==> config.mk <==
export PLATFORM = sky130hd
export DESIGN_NAME = ltp_ctrl
export DESIGN_NICKNAME = d
export VERILOG_FILES = /design/src/sv/ltp_pkg.sv /design/src/sv/ltp_ctrl.sv
export SDC_FILE = /design/constraint.sdc
export NUM_CORES = 1
export LEC_CHECK = 0
export CAP_MARGIN = 20
export CELL_PAD_IN_SITES_DETAIL_PLACEMENT = 1
export CELL_PAD_IN_SITES_GLOBAL_PLACEMENT = 1
export CORE_AREA = 2 2 39 41
export DETAILED_ROUTE_END_ITERATION = 7
export DIE_AREA = 0 0 41 43
export DONT_BUFFER_PORTS = 1
export GPL_TIMING_DRIVEN = 0
export PLACE_DENSITY_LB_ADDON = 0.12
export SETUP_SLACK_MARGIN = 0.4
export SLEW_MARGIN = 30
export SYNTH_ARGS = -nofsm -noshare
export SYNTH_HDL_FRONTEND = slang
export SYNTH_SLANG_ARGS = --single-unit
==> constraint.sdc <==
create_clock -name aclk -period 3.5 [get_ports aclk]
set_input_delay 0.175 -clock aclk [delete_from_list [all_inputs] [get_ports aclk]]
set_output_delay 0.175 -clock aclk [all_outputs]
set_load 0.01 [all_outputs]
==> src/sv/ltp_pkg.sv <==
// ----------------------------------------------------------------------------
// ltp_pkg: shared types and constants of the line time profiler
// Event and status codes, controller states, table and stack geometry, and
// the command and status bundles between controller and datapath.
// ----------------------------------------------------------------------------
package ltp_pkg;

    localparam int LINE_ENTRIES = 4096;
    localparam int LINE_IDX_W   = $clog2(LINE_ENTRIES);
    localparam int STACK_DEPTH  = 64;
    localparam int STACK_IDX_W  = $clog2(STACK_DEPTH);
    localparam int LEVEL_W      = STACK_IDX_W + 1;
    localparam int TIME_W       = 32;
    localparam int CNT_W        = 32;
    localparam int CMD_W        = 3;
    localparam int STATUS_W     = 3;
    localparam int S_DATA_W     = 48;
    localparam int M_DATA_W     = 80;

    typedef enum logic [CMD_W-1:0] {
        CMD_BEGIN = 3'd0,
        CMD_LINE  = 3'd1,
        CMD_PUSH  = 3'd2,
        CMD_POP   = 3'd3,
        CMD_END   = 3'd4,
        CMD_READ  = 3'd5
    } cmd_t;

    typedef enum logic [STATUS_W-1:0] {
        ST_OK          = 3'd0,
        ST_NOT_ENABLED = 3'd1,
        ST_ENABLED     = 3'd2,
        ST_EMPTY       = 3'd3,
        ST_FULL        = 3'd4
    } status_t;

    typedef enum logic [1:0] {
        S_CLEAR  = 2'd0,
        S_IDLE   = 2'd1,
        S_DECODE = 2'd2,
        S_EXEC   = 2'd3
    } state_t;

    typedef struct packed {
        logic clear_en;
        logic accept;
        logic fetch;
        logic exec;
    } ctrl_cmd_t;

    typedef struct packed {
        logic clear_last;
        logic out_free;
    } dp_status_t;

endpackage

==> src/sv/ltp_ctrl.sv <==
// ----------------------------------------------------------------------------
// ltp_ctrl: event sequencer of the line time profiler
// Runs the table clearing pass after reset, then steps each word through
// accept, decode (table read) and execute (write back and result).
// ----------------------------------------------------------------------------
module ltp_ctrl (
    input  logic                  aclk,
    input  logic                  aresetn,
    input  logic                  s_tvalid,
    output logic                  s_tready,
    input  ltp_pkg::dp_status_t   dp_status,
    output ltp_pkg::ctrl_cmd_t    ctrl_cmd
);

    ltp_pkg::state_t state_reg;
    ltp_pkg::state_t state_next;

    always_ff @(posedge aclk) begin
        if (!aresetn) begin
            state_reg <= ltp_pkg::S_CLEAR;
        end else begin
            state_reg <= state_next;
        end
    end

    always_comb begin
        state_next = state_reg;
        case (state_reg)
            ltp_pkg::S_CLEAR: begin
                if (dp_status.clear_last) begin
                    state_next = ltp_pkg::S_IDLE;
                end
            end
            ltp_pkg::S_IDLE: begin
                if (s_tvalid) begin
                    state_next = ltp_pkg::S_DECODE;
                end
            end
            ltp_pkg::S_DECODE: begin
                state_next = ltp_pkg::S_EXEC;
            end
            ltp_pkg::S_EXEC: begin
                if (dp_status.out_free) begin
                    state_next = ltp_pkg::S_IDLE;
                end
            end
            default: begin
                state_next = ltp_pkg::S_CLEAR;
            end
        endcase
    end

    always_comb begin
        s_tready          = 1'b0;
        ctrl_cmd.clear_en = 1'b0;
        ctrl_cmd.accept   = 1'b0;
        ctrl_cmd.fetch    = 1'b0;
        ctrl_cmd.exec     = 1'b0;
        case (state_reg)
            ltp_pkg::S_CLEAR: begin
                ctrl_cmd.clear_en = 1'b1;
            end
            ltp_pkg::S_IDLE: begin
                s_tready        = 1'b1;
                ctrl_cmd.accept = s_tvalid;
            end
            ltp_pkg::S_DECODE: begin
                ctrl_cmd.fetch = 1'b1;
            end
            ltp_pkg::S_EXEC: begin
                ctrl_cmd.exec = dp_status.out_free;
            end
            default: begin
                s_tready = 1'b0;
            end
        endcase
    end

endmodule

After elaboration in Yosys (flattened, before gate mapping)
Index checks and enable logic that the tools add are counted.
Operators by class
  eq/ne operators: 6
  reductions and logical operators: 2
  muxes and demuxes: 9
Operators by type and width (count)
  $pmux 2 s4: 1
  $mux 2: 3
  $ne 2x2->1 const B: 3
  $mux 1: 5
  $eq 2x2->1 const B: 2
  $reduce_and 3->1: 1
  $eq 2x1->1 const B: 1
  $logic_not 2->1: 1
Storage, ports and cells
  flip-flop bits (word level): 2
  logic and storage cells: 18
  input bits: 5
  output and inout port bits: 5

Longest topological paths before layout
Gate-level depths: netlist (run 1).
  depth after elaboration: 3
  mapped depth: 4
  gate-level depth less buffers: 4

Worst setup path before layout (run 1)
Ideal clock, no wire load.
  path kind: reg-to-reg
  from: reg state_reg[0]
  to: reg state_reg[0]
  library setup time: 0.072 ns
  data required time: 3.428 ns
  stages on the path, launching flop included: 5
  path buffers: 0
  arrival time: 1.342 ns
  clock period less this slack: 1.414 ns
  path slack: 2.086 ns
  cells stage by stage: dfxtp_1 > inv_1 > ha_1 > a222oi_1 > mux2i_1
On the way
  cells in the longest elaborated chain, start to end: 3
  elaborated cells on any way between the ends: 9
  those cells by class: 6 x eq/ne; 1 x mux; 2 x reduce/logical
RTL lines
  start, declared: line ltp_ctrl.sv:15  | ltp_pkg::state_t state_reg;
  start signal, assigned: line ltp_ctrl.sv:20  | state_reg <= ltp_pkg::S_CLEAR;
  start signal, assigned: line ltp_ctrl.sv:22  | state_reg <= state_next;
  $eq 2x2->1 (tied with other cells): line ltp_ctrl.sv:28  | case (state_reg)
  $ne 2x2->1 (no source line)
  $reduce_and 3->1 (no source line)
Parallel ways exist; a longest one is shown, timed or not.
A chain may end at the register's enable or synchronous reset.

Final worst setup path (run 1)
Same ends and word-level chain as after synthesis.

==> results of run 1 <==
worst max-delay path, stage by stage, from the launching register on:
cell and delay [ns]:
sky130_fd_sc_hd__dfxtp_1 0.40, sky130_fd_sc_hd__inv_1 0.09, sky130_fd_sc_hd__ha_1 0.27, sky130_fd_sc_hd__a222oi_1 0.53
sky130_fd_sc_hd__mux2i_1 0.24
routing by layer:
| metal | vias up | share of wire (%) | track usage (%) |
|---|---|---|---|
| met5 | - | 0 | 0 |
| met4 | 0 | 0 | 4.00 |
| met3 | 0 | 12 | 4.71 |
| met2 | 8 | 50 | 7.19 |
| met1 | 63 | 38 | 5.11 |
| li1 | 71 | - | - |
per-stage QoR:
| stage | hold WS [ns] | util (%) | power, W | area [um2] | worst slack (ns) |
|---|---|---|---|---|---|
| finish | 0.113 | 16.4 | 0.000158 | 226 | 1.91 |
| global route | 0.100 | 16.4 | 0.000179 | 226 | 1.75 |
| CTS | 0.106 | 16.4 | 0.000165 | 226 | 1.84 |
| detailed placement | 0.342 | 14.7 | 0.000112 | 204 | 1.85 |
| global placement | 0.346 | 14.7 | 0.000111 | 204 | 1.87 |
| floorplan | 0.321 | - | 0.0000953 | 184 | 2.09 |
power groups by stage:
stage          logic (W)  clock network (W)  registers [W]
3_5_place_dp   0.0000701                  0      0.0000415
2_1_floorplan  0.0000567                  0      0.0000387
3_3_place_gp   0.0000687                  0      0.0000428
6_report       0.0000674          0.0000494      0.0000410
4_1_cts        0.0000709          0.0000531      0.0000410
5_1_grt        0.0000784          0.0000585      0.0000426
cell families after synthesis:
family	Yosys count
flops	2
mux	2
buf+inv	5
simple gates	6
fa+ha+maj	5
compound gates	1
area by class of cell:
class	count	area [um2]	share of cell area [%]
Sequential cell	2	40.0	17.7
Tap cell	16	20.0	8.84
Multi-Input combinational cell	14	124	54.7
Inverter	5	20.0	8.84
Clock buffer	3	22.5	9.94
how the worst min path moves through the flow:
stage | startpoint | endpoint | slack [ns] | cells past startpoint
4_1_cts | aresetn | state_reg[1] | 0.11 | 2
2_1_floorplan | aresetn | state_reg[1] | 0.32 | 2
5_1_grt | aresetn | state_reg[0] | 0.10 | 2
6_report | aresetn | state_reg[0] | 0.11 | 2
3_5_place_dp | aresetn | state_reg[0] | 0.34 | 2
3_3_place_gp | aresetn | state_reg[1] | 0.35 | 2
placed cells by master (no fill, tap or decap):
| cell | n |
|---|---|
| sky130_fd_sc_hd__ha_1 | 5 |
| sky130_fd_sc_hd__dfxtp_1 | 2 |
| sky130_fd_sc_hd__and2_2 | 1 |
| sky130_fd_sc_hd__and2_1 | 1 |
| sky130_fd_sc_hd__clkinvlp_2 | 1 |
| sky130_fd_sc_hd__mux2i_1 | 2 |
| sky130_fd_sc_hd__a222oi_1 | 1 |
| sky130_fd_sc_hd__clkbuf_4 | 3 |
| sky130_fd_sc_hd__nand2_1 | 3 |
| sky130_fd_sc_hd__nand2b_1 | 1 |
| sky130_fd_sc_hd__inv_1 | 4 |
==> load_flow_metrics.sql, run 1 <==
INSERT INTO impl_metrics (metric_group, metric, value, unit) VALUES
('final_layout', 'largest_register_ffs', '2', ''),
('worst_setup_path', 'crit_path_end', 'state_reg[0]', ''),
('power', 'worst_ir_drop_vdd', '0.000204', 'V'),
('timing', 'hold_violations', '0', ''),
('synth', 'post_synth_fa_ha_maj_area_fraction', '34.0', '%'),
('timing', 'fmaxAchievable', '0.627', 'GHz'),
('global_routing', 'pin_count_of_the_biggest_net_entering_global_routing', '6', ''),
('floorplanning', 'dieWidth', '41', 'um'),
('hold_path', 'worst_hold_path_type', 'input pin to flop', ''),
('worst_setup_path', 'cp_data_arrival_time', '1.74', 'ns'),
('detailed_routing', 'drt-total-wl', '388', 'um'),
('synth', 'post-synth-top-count-cell', 'sky130_fd_sc_hd__ha_1', ''),
('timing', 'final_max_slew_viol_count', '0', ''),
('detailed_routing', 'vias', '142', ''),
('synth', 'ys_seq_area_share', '21.8', '%'),
('worst_setup_path', 'worstSetupEndpointType', 'flop', ''),
('run', 'cap_viol_max_count', '0', ''),
('clocking', 'cts.repair_timing.setup_buffer_count', '0', ''),
('worst_setup_path', 'timing.rr.end', 'state_reg[0]', ''),
('global_routing', 'overflow', '0', ''),
('clocking', 'ctsHoldBuffers', '0', ''),
('status', 'status', 'complete, no violations', ''),
('synth', 'synth-seq-cells', '2', ''),
('synth', 'postSynthNetCount', '31', ''),
('worst_setup_path', 'worst_setup_path_startpoint', 'state_reg[0]', ''),
('worst_setup_path', 'cp-start-kind', 'flop', ''),
('timing', 'max_slew_margin', '64.6', '%'),
('detailed_routing', 'detail-route-antenna-nets', '0', ''),
('timing', 'finalClockSkew', '0.00274', 'ns'),
('clocking', 'clk_pin_slew', '0.03', 'ns'),
('power', 'pwr-share-comb', '42.7', '%'),
('final_layout', 'filler_cell_count', '168', ''),
('place', 'io_buffer_count', '0', ''),
('clocking', 'numClockSinks', '2', ''),
('synth', 'synth_top_family_by_area', 'adder cells', ''),
('worst_setup_path', 'worst_r2r_startpoint', 'state_reg[0]', ''),
('power', 'power.share.switching', '38.1', '%'),
('power', 'cellInternalPower', '0.0000977', 'W'),
('power', 'power.share.sequential', '26.0', '%'),
('power', 'pwr_density_cell', '697', 'nW/um2'),
('final_layout', 'stdcell_count', '40', ''),
('floorplanning', 'top_level_ports', '10', ''),
('synth', 'postSynthCellCount', '21', ''),
('detailed_routing', 'vias_per_cell', '3.55', ''),
('final_layout', 'final_layout_size_suffix_gt1_share', '20.8', '%'),
('clocking', 'clockBufferDepth', '2', ''),
('floorplanning', 'die_height', '43', 'um'),
('clocking', 'cts_buffers', '3', ''),
('floorplanning', 'design.die.area', '1760', 'um2'),
('synth', 'synthesis.area_per_instance', '8.76', 'um2'),
('clocking', 'ctsRootBufferMaster', 'sky130_fd_sc_hd__clkbuf_4', ''),
('synth', 'share_of_synthesized_area_spent_on_multiplexers', '10.9', '%'),
('global_routing', 'number_of_global_route_vias_before_repair', '151', ''),
('place', 'place.detailed.instances', '37', ''),
('detailed_routing', 'routed_wire_length_per_instance', '9.70', 'um'),
('timing', 'portion_of_the_clock_cycle_consumed_by_the_worst_path_in_the_final_layout', '45.5', '%'),
('synth', 'post_synth_instance_area', '184', 'um2'),
('global_routing', 'grt_pass1_wl', '593', 'um'),
('timing', 'setup_violations', '0', ''),
('timing', 'finalWorstPathRequiredPeriod', '1.59', 'ns'),
('floorplanning', 'floorplan.initialDensity', '13.3', '%'),
('global_routing', 'grt_usage', '5.41', '%'),
('place', 'place_congestion', '0.566', ''),
('synth', 'synth_compound_gate_area_share', '5.44', '%'),
('floorplanning', 'floorplan.rows', '14', ''),
('power', 'clock_power_share', '31.3', '%'),
('floorplanning', 'core', '1380', 'um2'),
('timing', 'rsz0062_at_grt', 'false', ''),
('synth', 'synth_area_leader_cell', 'sky130_fd_sc_hd__ha_1', ''),
('detailed_routing', 'drt_first_pass_iters', '4', ''),
('global_routing', 'antenna_found_initial', '0', '');
No activity file was read; power rests on OpenSTA's default activity.
==> inputs of run 2 (changes only) <==
--- a/config.mk
+++ b/config.mk
@@ -5,6 +5,7 @@
 export SDC_FILE = /design/constraint.sdc
 export NUM_CORES = 1
 export LEC_CHECK = 0
+export ABC_AREA = 1
 export CAP_MARGIN = 20
 export CELL_PAD_IN_SITES_DETAIL_PLACEMENT = 1
 export CELL_PAD_IN_SITES_GLOBAL_PLACEMENT = 1
==> constraint.sdc (replaced) <==
create_clock -name aclk -period 1.7 [get_ports aclk]
set_input_delay 0.085 -clock aclk [delete_from_list [all_inputs] [get_ports aclk]]
set_output_delay 0.085 -clock aclk [all_outputs]
set_load 0.01 [all_outputs]
==> load_flow_metrics.sql, run 2 <==
INSERT INTO impl_metrics (metric_group, metric, value, unit) VALUES
('synth', 'yosysUniqueCellTypes', '6', ''),
('timing', 'max_slew_margin', '89.5', '%'),
('clocking', 'numClockSinks', '2', ''),
('detailed_routing', 'remaining_drc_errors', '0', ''),
('place', 'hpwl', '329', 'um'),
('clocking', 'cts_buffers', '3', ''),
('final_layout', 'filler_cell_count', '170', ''),
('timing', 'hold_violations', '0', ''),
('global_routing', 'antenna_found_initial', '0', ''),
('timing', 'final.hold.worst_slack', '0.202', 'ns'),
('synth', 'synth_area_leader_cell', 'sky130_fd_sc_hd__ha_1', ''),
('final_layout', 'flow.area_growth_from_synthesis', '29.4', '%'),
('power', 'worst_ir_drop_vdd', '0.000410', 'V'),
('place', 'io_buffer_count', '0', ''),
('timing', 'setup_violations', '0', ''),
('worst_setup_path', 'timing.rr.end', 'state_reg[1]', ''),
('place', 'place_area', '211', 'um2'),
('synth', 'synthesis.area_per_instance', '6.60', 'um2'),
('timing', 'final.setup.tns', '0', 'ns'),
('synth', 'ys_seq_area_share', '20.9', '%'),
('run', 'cap_viol_max_count', '0', ''),
('clocking', 'clock_latency', '0.22', 'ns'),
('detailed_routing', 'drt_first_pass_iters', '1', ''),
('detailed_routing', 'drt-total-wl', '393', 'um'),
('worst_setup_path', 'ff2ff_setup_slack', '0.53', 'ns'),
('floorplanning', 'floorplan.initialDensity', '13.8', '%'),
('synth', 'postSynthNetCount', '39', ''),
('final_layout', 'layout_commonest_cell', 'sky130_fd_sc_hd__nand2_1', ''),
('clocking', 'clk_pin_slew', '0.03', 'ns'),
('clocking', 'cts.repair_timing.setup_buffer_count', '0', ''),
('floorplanning', 'design.die.area', '1760', 'um2'),
('worst_setup_path', 'reg2regPathDepth', '6', ''),
('final_layout', 'stdcell_count', '49', ''),
('final_layout', 'final_layout_size_suffix_gt1_share', '18.2', '%'),
('synth', 'postSynthCellCount', '29', ''),
('synth', 'post_synth_instance_area', '191', 'um2'),
('timing', 'worst-slew-pin-transition', '0.157', 'ns'),
('floorplanning', 'core', '1380', 'um2'),
('worst_setup_path', 'crit_path_end', 'state_reg[1]', ''),
('synth', 'ys_top_cells_by_count', 'sky130_fd_sc_hd__nand2_1, sky130_fd_sc_hd__inv_1, sky130_fd_sc_hd__ha_1, sky130_fd_sc_hd__nor2_1, sky130_fd_sc_hd__dfxtp_1', ''),
('synth', 'synth_edf_count', '0', ''),
('hold_path', 'worstHoldPathCells', '5', ''),
('final_layout', 'layout.cell_area.non_filler', '248', 'um2'),
('synth', 'synth.yosys.warnings', '0', ''),
('synth', 'synth_top_cell_area_share', '32.7', '%'),
('worst_setup_path', 'crit_type', 'flop to flop', ''),
('synth', 'dominantRegCellSynth', 'sky130_fd_sc_hd__dfxtp_1', ''),
('final_layout', 'most-common-layout-cells', 'sky130_fd_sc_hd__nand2_1, sky130_fd_sc_hd__inv_1, sky130_fd_sc_hd__nor2_1, sky130_fd_sc_hd__ha_1, sky130_fd_sc_hd__clkbuf_4', ''),
('detailed_routing', 'dr.first_iter.drc_count', '0', ''),
('synth', 'synth_async_sr_flop_share', '0', '%'),
('timing', 'portion_of_the_clock_cycle_consumed_by_the_worst_path_in_the_final_layout', '68.5', '%'),
('global_routing', 'pin_count_of_the_biggest_net_entering_global_routing', '5', ''),
('global_routing', 'overflow', '0', ''),
('place', 'place.detailed.instances', '45', ''),
('floorplanning', 'top_level_ports', '10', ''),
('timing', 'finalWorstPathRequiredPeriod', '1.17', 'ns'),
('power', 'pwr_density_cell', '1650', 'nW/um2'),
('detailed_routing', 'detail-route-antenna-nets', '0', ''),
('floorplanning', 'dieWidth', '41', 'um'),
('hold_path', 'worst_hold_path_type', 'input pin to flop', ''),
('synth', 'post-synth-top-count-cell', 'sky130_fd_sc_hd__nand2_1', ''),
('detailed_routing', 'routed_wire_length_per_instance', '8.02', 'um'),
('final_layout', 'largest_register_ffs', '2', ''),
('clocking', 'htree_num_levels', '1', ''),
('synth', 'synth-seq-cells', '2', ''),
('clocking', 'cts_tree', 'yes', ''),
('detailed_routing', 'vias_per_cell', '3.29', ''),
('timing', 'finalClockSkew', '0.000752', 'ns'),
('worst_setup_path', 'cp_data_arrival_time', '1.28', 'ns'),
('worst_setup_path', 'worst_setup_path_startpoint', 'state_reg[1]', ''),
('synth', 'cell_types_occupying_the_most_area_after_synthesis', 'sky130_fd_sc_hd__ha_1, sky130_fd_sc_hd__dfxtp_1, sky130_fd_sc_hd__nand2_1', ''),
('place', 'place_congestion', '0.685', ''),
('global_routing', 'grt_usage', '5.40', '%'),
('status', 'status', 'complete, no violations', ''),
('worst_setup_path', 'critical_path_required', '1.81', 'ns'),
('final_layout', 'insertedDiodeCount', '0', ''),
('worst_setup_path', 'worst_r2r_startpoint', 'state_reg[1]', ''),
('floorplanning', 'floorplan.rows', '14', ''),
('floorplanning', 'die_height', '43', 'um'),
('global_routing', 'number_of_global_route_vias_before_repair', '170', ''),
('clocking', 'ctsRootBufferMaster', 'sky130_fd_sc_hd__clkbuf_4', ''),
('final_layout', 'design.final.nets', '45', ''),
('power', 'standby_leakage_power', '0.150', 'nW'),
('worst_setup_path', 'worstSetupEndpointType', 'flop', ''),
('worst_setup_path', 'cp-start-kind', 'flop', ''),
('global_routing', 'grt_pass1_wl', '579', 'um'),
('detailed_routing', 'vias', '161', ''),
('timing', 'rsz0062_at_grt', 'false', ''),
('worst_setup_path', 'cp_max_fo', '4', ''),
('clocking', 'clockBufferDepth', '2', ''),
('timing', 'final_max_slew_viol_count', '0', ''),
('timing', 'fmaxAchievable', '0.858', 'GHz');
## run 2: report_power, final
| group | switching [W] | internal [W] |
|---|---|---|
| combinational | 0.000134 | 0.0000756 |
| sequential | 0.0000224 | 0.0000725 |
| clock | 0.0000254 | 0.0000778 |
| total | 0.000182 | 0.000226 |
## run 2: how the worst min path moves through the flow
stage                  from      endpoint  slack, ns
2_1_floorplan       aresetn  state_reg[0]       0.21
3_3_place_gp        aresetn  state_reg[0]       0.21
3_5_place_dp        aresetn  state_reg[0]       0.21
4_1_cts        dp_status[1]  state_reg[0]       0.20
5_1_grt        dp_status[1]  state_reg[0]       0.22
6_report       dp_status[1]  state_reg[0]       0.20
## run 2: layout make-up
class	instances	area (um2)	area share, %
Clock buffer	3	22.5	9.09
Inverter	8	30.0	12.1
Multi-Input combinational cell	19	124	50.0
Sequential cell	2	41.3	16.7
Tap cell	16	20.0	8.08
Timing Repair Buffer	1	10.0	4.04
## run 2: kinds of logic after synthesis
kind of cell / Yosys count / synth area share, %
simple gates: 14 / 30.7
buf+inv: 8 / 15.7
fa+ha+maj: 5 / 32.7
flops: 2 / 20.9
## run 2: layer usage
layer	vias to the layer above	part of all wire (%)	global-route usage (%)
met5	-	0	0
met2	6	49	7.19
met1	65	41	4.76
met4	0	0	6.00
li1	90	-	-
met3	0	9.9	3.66
## run 2: critical path: stages (launching register included)
cell	delay, ns
sky130_fd_sc_hd__dfxtp_1	0.35
sky130_fd_sc_hd__inv_1	0.10
sky130_fd_sc_hd__ha_1	0.25
sky130_fd_sc_hd__nand2_1	0.10
sky130_fd_sc_hd__nand3_2	0.09
sky130_fd_sc_hd__nor2_1	0.12
sky130_fd_sc_hd__nor2_1	0.06
## run 2: repair_timing
action / 4_1_cts / 5_1_grt
endpoints found under the setup margin: 0 / 1
gates resized for setup: 0 / 2
hold endpoints to repair: 2 / 0
hold buffers: 1 / 0
## run 2: metrics by stage
step / setup WS [ns] / util [%] / power, W
floorplan: 0.624 / - / 0.000260
global placement: 0.478 / 15.3 / 0.000302
detailed placement: 0.451 / 15.3 / 0.000306
CTS: 0.454 / 17.6 / 0.000421
global route: 0.426 / 17.9 / 0.000458
finish: 0.535 / 17.9 / 0.000408
==> inputs of run 3 (changes only) <==
==> constraint.sdc (replaced) <==
create_clock -name aclk -period 1.2 [get_ports aclk]
set_input_delay 0.06 -clock aclk [delete_from_list [all_inputs] [get_ports aclk]]
set_output_delay 0.06 -clock aclk [all_outputs]
set_load 0.01 [all_outputs]
==> load_flow_metrics.sql, run 3 (synthesized netlist as in run 2, its figures left out) <==
INSERT INTO impl_metrics (metric_group, metric, value, unit) VALUES
('detailed_routing', 'drt_first_pass_iters', '2', ''),
('global_routing', 'antenna_found_initial', '0', ''),
('timing', 'finalClockSkew', '0.00734', 'ns'),
('global_routing', 'pin_count_of_the_biggest_net_entering_global_routing', '5', ''),
('worst_setup_path', 'crit_type', 'flop to flop', ''),
('floorplanning', 'die_height', '43', 'um'),
('global_routing', 'number_of_global_route_vias_before_repair', '180', ''),
('clocking', 'numClockSinks', '2', ''),
('hold_path', 'worst_hold_path_type', 'input pin to flop', ''),
('place', 'io_buffer_count', '0', ''),
('clocking', 'clockBufferDepth', '2', ''),
('worst_setup_path', 'critical-path-slowest-cell', 'sky130_fd_sc_hd__dfxtp_4', ''),
('clocking', 'clk_pin_slew', '0.04', 'ns'),
('floorplanning', 'design.die.area', '1760', 'um2'),
('worst_setup_path', 'ff2ff_setup_slack', '0.19', 'ns'),
('worst_setup_path', 'timing.critical_path.mode_cell', 'sky130_fd_sc_hd__nor2_1', ''),
('detailed_routing', 'drt-total-wl', '426', 'um'),
('floorplanning', 'core', '1380', 'um2'),
('timing', 'fmaxAchievable', '0.987', 'GHz'),
('floorplanning', 'floorplan.initialDensity', '13.8', '%'),
('clocking', 'htree_num_levels', '1', ''),
('timing', 'rsz0062_at_grt', 'true', ''),
('timing', 'final.setup.tns', '0', 'ns'),
('worst_setup_path', 'cp_data_arrival_time', '1.12', 'ns'),
('final_layout', 'layout.cell_area.non_filler', '330', 'um2'),
('status', 'status', 'complete, no violations', ''),
('worst_setup_path', 'worstSetupEndpointType', 'flop', ''),
('timing', 'worst-slew-pin-transition', '0.0991', 'ns'),
('final_layout', 'largest_register_ffs', '2', ''),
('timing', 'max_slew_margin', '93.4', '%'),
('floorplanning', 'top_level_ports', '10', ''),
('place', 'place_area', '251', 'um2'),
('final_layout', 'insertedDiodeCount', '0', ''),
('final_layout', 'layout_commonest_cell', 'sky130_fd_sc_hd__nand2_1', ''),
('worst_setup_path', 'timing.critical_path.cells', 'inv_4 -> ha_4 -> nand2_4 -> nand3_4 -> nor2_1 -> nor2_1', ''),
('global_routing', 'grt_pass1_wl', '641', 'um'),
('power', 'worst_ir_drop_vdd', '0.000817', 'V'),
('clocking', 'cts_buffers', '3', ''),
('power', 'standby_leakage_power', '0.163', 'nW'),
('floorplanning', 'floorplan.rows', '14', ''),
('run', 'cap_viol_max_count', '0', ''),
('worst_setup_path', 'cp_max_fo', '4', ''),
('timing', 'final_max_slew_viol_count', '0', ''),
('clocking', 'clock_latency', '0.23', 'ns'),
('timing', 'portion_of_the_clock_cycle_consumed_by_the_worst_path_in_the_final_layout', '84.4', '%'),
('clocking', 'cts_tree', 'yes', ''),
('detailed_routing', 'routed_wire_length_per_instance', '8.19', 'um'),
('detailed_routing', 'detail-route-antenna-nets', '0', ''),
('final_layout', 'final_layout_size_suffix_gt1_share', '58.3', '%'),
('detailed_routing', 'remaining_drc_errors', '0', ''),
('worst_setup_path', 'critical_path_required', '1.31', 'ns'),
('final_layout', 'flow.area_growth_from_synthesis', '72.5', '%'),
('detailed_routing', 'vias', '184', ''),
('power', 'pwr_density_cell', '2500', 'nW/um2'),
('worst_setup_path', 'timing.critical_path.slowest_cell_delay', '0.38', 'ns'),
('timing', 'hold_violations', '0', ''),
('detailed_routing', 'dr.first_iter.drc_count', '2', ''),
('global_routing', 'grt_usage', '5.90', '%'),
('global_routing', 'overflow', '0', ''),
('place', 'hpwl', '323', 'um'),
('final_layout', 'design.final.nets', '47', ''),
('final_layout', 'most-common-layout-cells', 'sky130_fd_sc_hd__nand2_1, sky130_fd_sc_hd__inv_1, sky130_fd_sc_hd__nand2_2, sky130_fd_sc_hd__nor2_1, sky130_fd_sc_hd__clkbuf_4', ''),
('clocking', 'ctsRootBufferMaster', 'sky130_fd_sc_hd__clkbuf_4', ''),
('detailed_routing', 'vias_per_cell', '3.54', ''),
('floorplanning', 'dieWidth', '41', 'um'),
('timing', 'setup_violations', '0', ''),
('worst_setup_path', 'cp-start-kind', 'flop', ''),
('place', 'place_congestion', '0.679', ''),
('timing', 'finalWorstPathRequiredPeriod', '1.01', 'ns');
run 3: worst paths after layout:
path / start / endpoint / cells after the start
worst max-delay path: state_reg[0] / state_reg[1] / 6
worst min-delay path: dp_status[0] / state_reg[0] / 5
worst max register to register: state_reg[0] / state_reg[1] / 6
worst min register to register: state_reg[0] / state_reg[0] / 5
run 3: power breakdown:
| group | switching (W) | internal, W |
|---|---|---|
| registers | 0.0000551 | 0.000119 |
| clock network | 0.0000426 | 0.000124 |
| logic | 0.000256 | 0.000229 |
run 3: timing repair:
| action | in CTS | in global routing |
|---|---|---|
| cloned | 0 | 0 |
| hold endpoints to repair | 2 | 2 |
| buffers inserted | 2 | 0 |
| resized for setup | 4 | 6 |
| endpoints found under the setup margin | 7 | 7 |
| pin swaps | 6 | 2 |
run 3: worst max-delay path: cells and delay by family, from the launching register on:
kind          cells  cell delay (ns)
fa+ha+maj         1             0.17
buf+inv           1             0.05
flops             1             0.38
simple gates      4             0.29
run 3: layout make-up:
type	instances	area (um2)
fillers	170	1050
flip-flops and latches	2	47.5
well taps	16	20.0
multi-input cells	19	176
repair buffers	3	25.0
inverters	8	35.0
clock buffers	4	26.3
run 3: layer usage:
metal  track usage [%]  share of wire (%)  up-vias
li1                  -                  -       96
met2              8.44                 50        6
met5                 0                  0        -
met3              4.71                7.7        0
met4              4.00                  0        0
met1              5.40                 42       82
run 3: per-stage QoR:
stage	utilization [%]	std cells	worst slack [ns]	total power, W	hold WS, ns
final	23.9	52	0.187	0.000825	0.164
after global routing	23.9	52	0.130	0.000901	0.184
after CTS	21.5	51	0.172	0.000790	-0.0696
after detailed placement	18.2	45	0.157	0.000553	0.180
after global placement	18.2	45	0.147	0.000555	0.177
after floorplan	-	29	0.240	0.000485	0.171
